===== src/hdl/rsbt_pkg.sv =====
`default_nettype none

package rsbt_pkg;

	localparam int MAX_RESOURCES    = 64;
	localparam int MAX_SUBRESOURCES = 16;
	localparam int STATE_BITS       = 4;

	localparam int HANDLE_W    = $clog2(MAX_RESOURCES);
	localparam int ECNT_W      = $clog2(MAX_RESOURCES + 1);
	localparam int IDX_W       = $clog2(MAX_SUBRESOURCES);
	localparam int SUB_W       = $clog2(MAX_SUBRESOURCES + 1);
	localparam int ADDR_W      = HANDLE_W + IDX_W;
	localparam int ENTRY_DEPTH = MAX_RESOURCES;
	localparam int STATE_DEPTH = MAX_RESOURCES * MAX_SUBRESOURCES;

	localparam logic [ECNT_W-1:0] ENTRY_FULL = ECNT_W'(MAX_RESOURCES);
	localparam logic [SUB_W-1:0]  ALL_SUBS   = SUB_W'(MAX_SUBRESOURCES);

	typedef enum logic [1:0] {
		OP_REG_TEX = 2'd0,
		OP_REG_BUF = 2'd1,
		OP_SET     = 2'd2,
		OP_TRANS   = 2'd3
	} op_t;

	typedef enum logic [2:0] {
		ERR_OK     = 3'd0,
		ERR_FULL   = 3'd1,
		ERR_HANDLE = 3'd2,
		ERR_SUB    = 3'd3,
		ERR_ZERO   = 3'd4
	} err_t;

	typedef enum logic [2:0] {
		EMK_PLAIN   = 3'd0,
		EMK_ASSIGN  = 3'd1,
		EMK_SINGLE  = 3'd2,
		EMK_UNIFORM = 3'd3,
		EMK_PASS    = 3'd4
	} emk_t;

	typedef struct packed {
		logic capture;
		logic load_reg;
		logic load_n;
		logic idx_clr;
		logic idx_inc;
		logic rd_sub;
		logic scan_step;
		logic st_wr;
		logic emit;
		emk_t kind;
		err_t err;
	} cmd_t;

	typedef struct packed {
		op_t  op;
		logic full;
		logic cnt_zero;
		logic cnt_big;
		logic bad_handle;
		logic meta_tex;
		logic sub_all;
		logic sub_bad;
		logic single_same;
		logic scan_last;
		logic uniform;
		logic first_same;
		logic pass_diff;
		logic idx_end;
		logic out_free;
	} sts_t;

endpackage

`default_nettype wire


===== src/hdl/rsbt_ctrl.sv =====
`default_nettype none

module rsbt_ctrl (
	input  wire            clk,
	input  wire            arst_n,
	input  wire            in_valid,
	output logic           in_stall,
	input  rsbt_pkg::sts_t sts,
	output rsbt_pkg::cmd_t cmd
);
	import rsbt_pkg::*;

	typedef enum logic [6:0] {
		S_IDLE   = 7'b0000001,
		S_CHECK  = 7'b0000010,
		S_SINGLE = 7'b0000100,
		S_SCAN   = 7'b0001000,
		S_DECIDE = 7'b0010000,
		S_FILL   = 7'b0100000,
		S_PASS   = 7'b1000000
	} state_t;

	state_t state_q;
	state_t state_d;

	always_ff @(posedge clk or negedge arst_n) begin
		if (!arst_n) begin
			state_q <= S_IDLE;
		end else begin
			state_q <= state_d;
		end
	end

	assign in_stall = (state_q != S_IDLE);

	always_comb begin
		cmd     = '0;
		state_d = state_q;
		case (state_q)
			S_IDLE: begin
				if (in_valid) begin
					cmd.capture = 1'b1;
					state_d     = S_CHECK;
				end
			end
			S_CHECK: begin
				case (sts.op)
					OP_REG_TEX, OP_REG_BUF: begin
						if (sts.out_free) begin
							cmd.emit = 1'b1;
							cmd.kind = EMK_PLAIN;
							state_d  = S_IDLE;
							if (sts.full) begin
								cmd.err = ERR_FULL;
							end else if (sts.op == OP_REG_TEX && sts.cnt_zero) begin
								cmd.err = ERR_ZERO;
							end else if (sts.op == OP_REG_TEX && sts.cnt_big) begin
								cmd.err = ERR_SUB;
							end else begin
								cmd.kind     = EMK_ASSIGN;
								cmd.load_reg = 1'b1;
								cmd.idx_clr  = 1'b1;
								state_d      = S_FILL;
							end
						end
					end
					OP_SET: begin
						if (sts.out_free) begin
							cmd.emit = 1'b1;
							cmd.kind = EMK_PLAIN;
							if (sts.bad_handle) begin
								cmd.err = ERR_HANDLE;
								state_d = S_IDLE;
							end else begin
								cmd.load_n  = 1'b1;
								cmd.idx_clr = 1'b1;
								state_d     = S_FILL;
							end
						end
					end
					OP_TRANS: begin
						if (sts.bad_handle) begin
							if (sts.out_free) begin
								cmd.emit = 1'b1;
								cmd.err  = ERR_HANDLE;
								state_d  = S_IDLE;
							end
						end else if (!sts.meta_tex) begin
							if (sts.sub_all) begin
								cmd.rd_sub = 1'b1;
								state_d    = S_SINGLE;
							end else if (sts.out_free) begin
								cmd.emit = 1'b1;
								cmd.err  = ERR_SUB;
								state_d  = S_IDLE;
							end
						end else if (sts.sub_all) begin
							cmd.load_n  = 1'b1;
							cmd.idx_inc = 1'b1;
							state_d     = S_SCAN;
						end else if (sts.sub_bad) begin
							if (sts.out_free) begin
								cmd.emit = 1'b1;
								cmd.err  = ERR_SUB;
								state_d  = S_IDLE;
							end
						end else begin
							cmd.rd_sub = 1'b1;
							state_d    = S_SINGLE;
						end
					end
					default: begin
						state_d = S_IDLE;
					end
				endcase
			end
			S_SINGLE: begin
				cmd.rd_sub = 1'b1;
				if (sts.out_free) begin
					cmd.emit = 1'b1;
					state_d  = S_IDLE;
					if (!sts.single_same) begin
						cmd.kind  = EMK_SINGLE;
						cmd.st_wr = 1'b1;
					end
				end
			end
			S_SCAN: begin
				cmd.scan_step = 1'b1;
				cmd.idx_inc   = 1'b1;
				if (sts.scan_last) begin
					state_d = S_DECIDE;
				end
			end
			S_DECIDE: begin
				if (!sts.uniform) begin
					cmd.idx_clr = 1'b1;
					state_d     = S_PASS;
				end else if (sts.out_free) begin
					cmd.emit = 1'b1;
					if (sts.first_same) begin
						state_d = S_IDLE;
					end else begin
						cmd.kind    = EMK_UNIFORM;
						cmd.idx_clr = 1'b1;
						state_d     = S_FILL;
					end
				end
			end
			S_FILL: begin
				cmd.st_wr   = 1'b1;
				cmd.idx_inc = 1'b1;
				if (sts.idx_end) begin
					state_d = S_IDLE;
				end
			end
			S_PASS: begin
				if (!sts.pass_diff || sts.out_free) begin
					cmd.idx_inc = 1'b1;
					if (sts.pass_diff) begin
						cmd.emit  = 1'b1;
						cmd.kind  = EMK_PASS;
						cmd.st_wr = 1'b1;
					end
					if (sts.idx_end) begin
						state_d = S_IDLE;
					end
				end
			end
			default: begin
				state_d = S_IDLE;
			end
		endcase
	end

endmodule

`default_nettype wire


===== config.mk =====
export PLATFORM = sky130hd
export DESIGN_NAME = rsbt_ctrl
export DESIGN_NICKNAME = d
export VERILOG_FILES = /design/src/hdl/rsbt_pkg.sv /design/src/hdl/rsbt_ctrl.sv
export SDC_FILE = /design/constraint.sdc
export NUM_CORES = 1
export LEC_CHECK = 0
export BUFFER_PORTS_ARGS = -buffer_cell sky130_fd_sc_hd__buf_4
export CAP_MARGIN = 20
export CORE_MARGIN = 2
export CORE_UTILIZATION = 40
export CTS_CLUSTER_DIAMETER = 120
export DETAILED_ROUTE_END_ITERATION = 6
export GPL_TIMING_DRIVEN = 0
export PLACE_DENSITY = 0.74
export REMOVE_ABC_BUFFERS = 1
export SKIP_CTS_REPAIR_TIMING = 1
export SLEW_MARGIN = 15
export SYNTH_ARGS = -nofsm -noshare
export SYNTH_HDL_FRONTEND = slang
export SYNTH_SLANG_ARGS = --single-unit

===== constraint.sdc =====
create_clock -name clk -period 2.2 [get_ports clk]
set_input_delay 0.22 -clock clk [delete_from_list [all_inputs] [get_ports clk]]
set_output_delay 0.22 -clock clk [all_outputs]
set_load 0.03 [all_outputs]

==> results.yml <==
floorplanning:
  rows: 17
  die-height_um: 51.0
  die_w_um: 51.0
  start_util_pct: 41.2
  io_pins: 35
  die_area_um2: 2600
  core_um2: 2150
cts:
  insertion_delay_ns: 0.25
  clockBufferDepth: 2
  cts_tree: "built"
  path_clk_slew_ns: 0.05
  htreeDepth: 1
  numCtsBuffers: 3
  cts.sinks: 7
  root_buffer: "clkbuf_4"
timing:
  period_share_pct: 96.3
  final-setup-viol-count: 0
  period_minus_slack_ns: 2.12
  fin_skew_ns: 0.00100
  rsz0062_at_grt: "yes"
  fin_ws_ns: 0.0805
  maxSlewViolCount: 0
  hold_viol_final: 0
  relSlewSlack_pct: 67.8
  fmax_ghz: 0.472
  worst_pin_slew_ns: 0.479
placed_design:
  placedCellCount: 172
  place_congestion: 0.867
  pre_cts_ws_ns: 0.0338
  hpwl_mm: 2.03
  port_buffers: 34
critical_path:
  slowest_delay_ns: 0.47
  r2r_end: "state_q[5]"
  r2r-start: "state_q[2]"
  startpoint_type: "register"
  path_delay_family: "simple AND/OR/NAND/NOR gates"
  slowest_stage: "dfrtp_2"
  path_max_fanout: 8
  worstPathRequired_ns: 1.98
  crit_chain: "nor3_4, and4b_2, nand2_1, nor4_1, buf_4"
  r2r_cells: 5
  cp_data_arrival_time_ns: 1.90
  r2r_setup_slack_ns: 0.16
  cp_num_buf_inv: 1
  endpoint_kind: "primary output"
  worstSetupPathType: "register to primary output"
yosys:
  syn_inst: 117
  yosysSeqAreaShare_pct: 19.9
  avgSynthCellArea_um2: 7.56
  synth_cell_types: 44
  netlist_area_um2: 885
  yosysWarningCount: 0
  ys_seq_elements: 7
layout:
  layout.nets: 180
  largest_register: "state_q"
  final_layout_size_suffix_gt1_share_pct: 40.0
  n_antenna_cell: 0
  reg_top3: "state_q (7)"
  area_growth_pct: 45.3
  mostFrequentLayoutCell: "buf_4"
  final_cell_mix: "44 x buf_4, 16 x nor2_1, 12 x nand2_1"
  largest_register_ffs: 7
  fillers: 189
  stdcell_count: 188
min_path:
  min_to: "state_q[6]"
  hp-class: "input pin to register"
  worstHoldStart: "sts[4]"
  hold_path_depth: 2
flow_run:
  drv_cap: 0
pwr:
  peakVddDrop_mv: 0.406
  p_leak_uw: 0.000557
  p_per_area_nw_per_um2: 663
route:
  drt_first_iter_violations: 44
  drtAntennaViolNets: 0
  drt_pre_antenna_iters: 4
  drt_drc_violations_left: 0
  num_vias: 1100
  routed_via_density: 5.85
  avgRoutedWirePerCell_um: 14.3
  wl_mm: 2.68
grt:
  grt_max_degree: 13
  grt-ovfl-total: 0
  antenna_found_initial: 0
  gr-usage-all-layers_pct: 21.2
  grt_pass1_wl_mm: 4.11
  grt_pass1_vias: 969
status:
  status: "finished, final reports clean"
layout make-up:
type | instances | area (µm²) | area share, %
well taps | 28 | 35.0 | 2.73
inverters | 5 | 18.8 | 1.46
multi-input cells | 98 | 671 | 52.2
flip-flops and latches | 7 | 183 | 14.2
repair buffers | 46 | 352 | 27.4
clock buffers | 4 | 26.3 | 2.04
how the worst max path moves through the flow:
| stage | startpoint | endpoint | slack, ns | depth (start not counted) |
|---|---|---|---|---|
| floorplan | state_q[3] | cmd[2] | -0.25 | 4 |
| global placement | state_q[2] | state_q[5] | 0.06 | 4 |
| detailed placement | state_q[3] | cmd[2] | 0.03 | 5 |
| CTS | state_q[3] | cmd[2] | -0.25 | 5 |
| global route | state_q[4] | cmd[7] | -0.06 | 5 |
| finish | state_q[6] | cmd[2] | 0.08 | 5 |
cells in the mapped netlist:
master,number,area share (%)
xnor2_1,1,0.99
o31ai_1,1,0.85
a211oi_1,1,0.85
and3_1,1,0.71
nand2b_1,3,2.1
a2111oi_4,1,3.1
o31a_1,1,0.99
a211o_2,1,1.1
nor3_2,1,1.1
a311oi_1,1,0.99
buf_4,2,1.7
nor3b_1,2,1.7
and2_1,1,0.71
dfstp_2,1,3.0
nand3b_1,4,3.4
nand2_1,12,5.1
nor4_1,2,1.4
nand4_1,3,2.1
o2bb2ai_1,1,0.99
buf_6,1,1.3
xor2_1,1,0.99
a21oi_2,1,0.99
mux2_4,1,1.7
a21oi_1,4,2.3
or3_4,1,1.3
nor3_1,2,1.1
nand4b_1,2,2.0
and4b_2,1,1.3
nor2_1,16,6.8
o211ai_1,1,0.85
o21ai_0,10,5.7
nor4b_1,4,4.0
o22a_1,2,2.0
and4b_1,1,1.1
inv_1,5,2.1
buf_2,4,2.3
o21bai_1,1,0.85
mux2i_1,1,1.1
a32o_1,1,1.1
a31oi_1,1,0.71
o22ai_1,4,2.8
nand3_1,5,2.8
dfrtp_1,6,17
o221ai_4,1,3.0
per-stage QoR:
step	hold WS [ns]	cell area [µm²]	utilization (%)	power [µW]	setup TNS, ns
after floorplan	-0.0756	838	-	515	-0.247
after global placement	0.0336	1130	52.5	652	0
after detailed placement	0.0343	1130	52.5	657	0
after CTS	-0.233	1150	53.8	772	-1.16
after global routing	0.151	1280	59.8	916	-0.194
final	0.161	1280	59.8	852	0
per-layer routing:
| metal | vias up | global-route usage, % | share of wire [%] |
|---|---|---|---|
| met5 | - | 0 | 0 |
| met4 | 0 | 12.2 | 2.1 |
| met3 | 5 | 2.05 | 5.9 |
| met2 | 48 | 35.9 | 53 |
| met1 | 517 | 26.0 | 39 |
| li1 | 530 | - | - |
worst register-to-register path, stage by stage, from the launching register on:
cell	delay, ns
dfrtp_2	0.46
or3_4	0.41
a2111oi_4	0.40
a21oi_2	0.09
o221ai_4	0.25
mux2_4	0.32
power breakdown:
group / total [µW] / internal (µW) / switching [µW]
Clock: 113 / 69.0 / 44.1
Combinational: 510 / 247 / 263
Sequential: 229 / 161 / 68.5
Total: 852 / 477 / 376
logic make-up after synthesis:
family | synth area share (%)
flops | 19.9
mux | 2.83
buf+inv | 7.35
compound gates | 29.1
xor+xnor | 1.98
simple gates | 38.8
No activity file was read; power rests on OpenSTA's default activity.
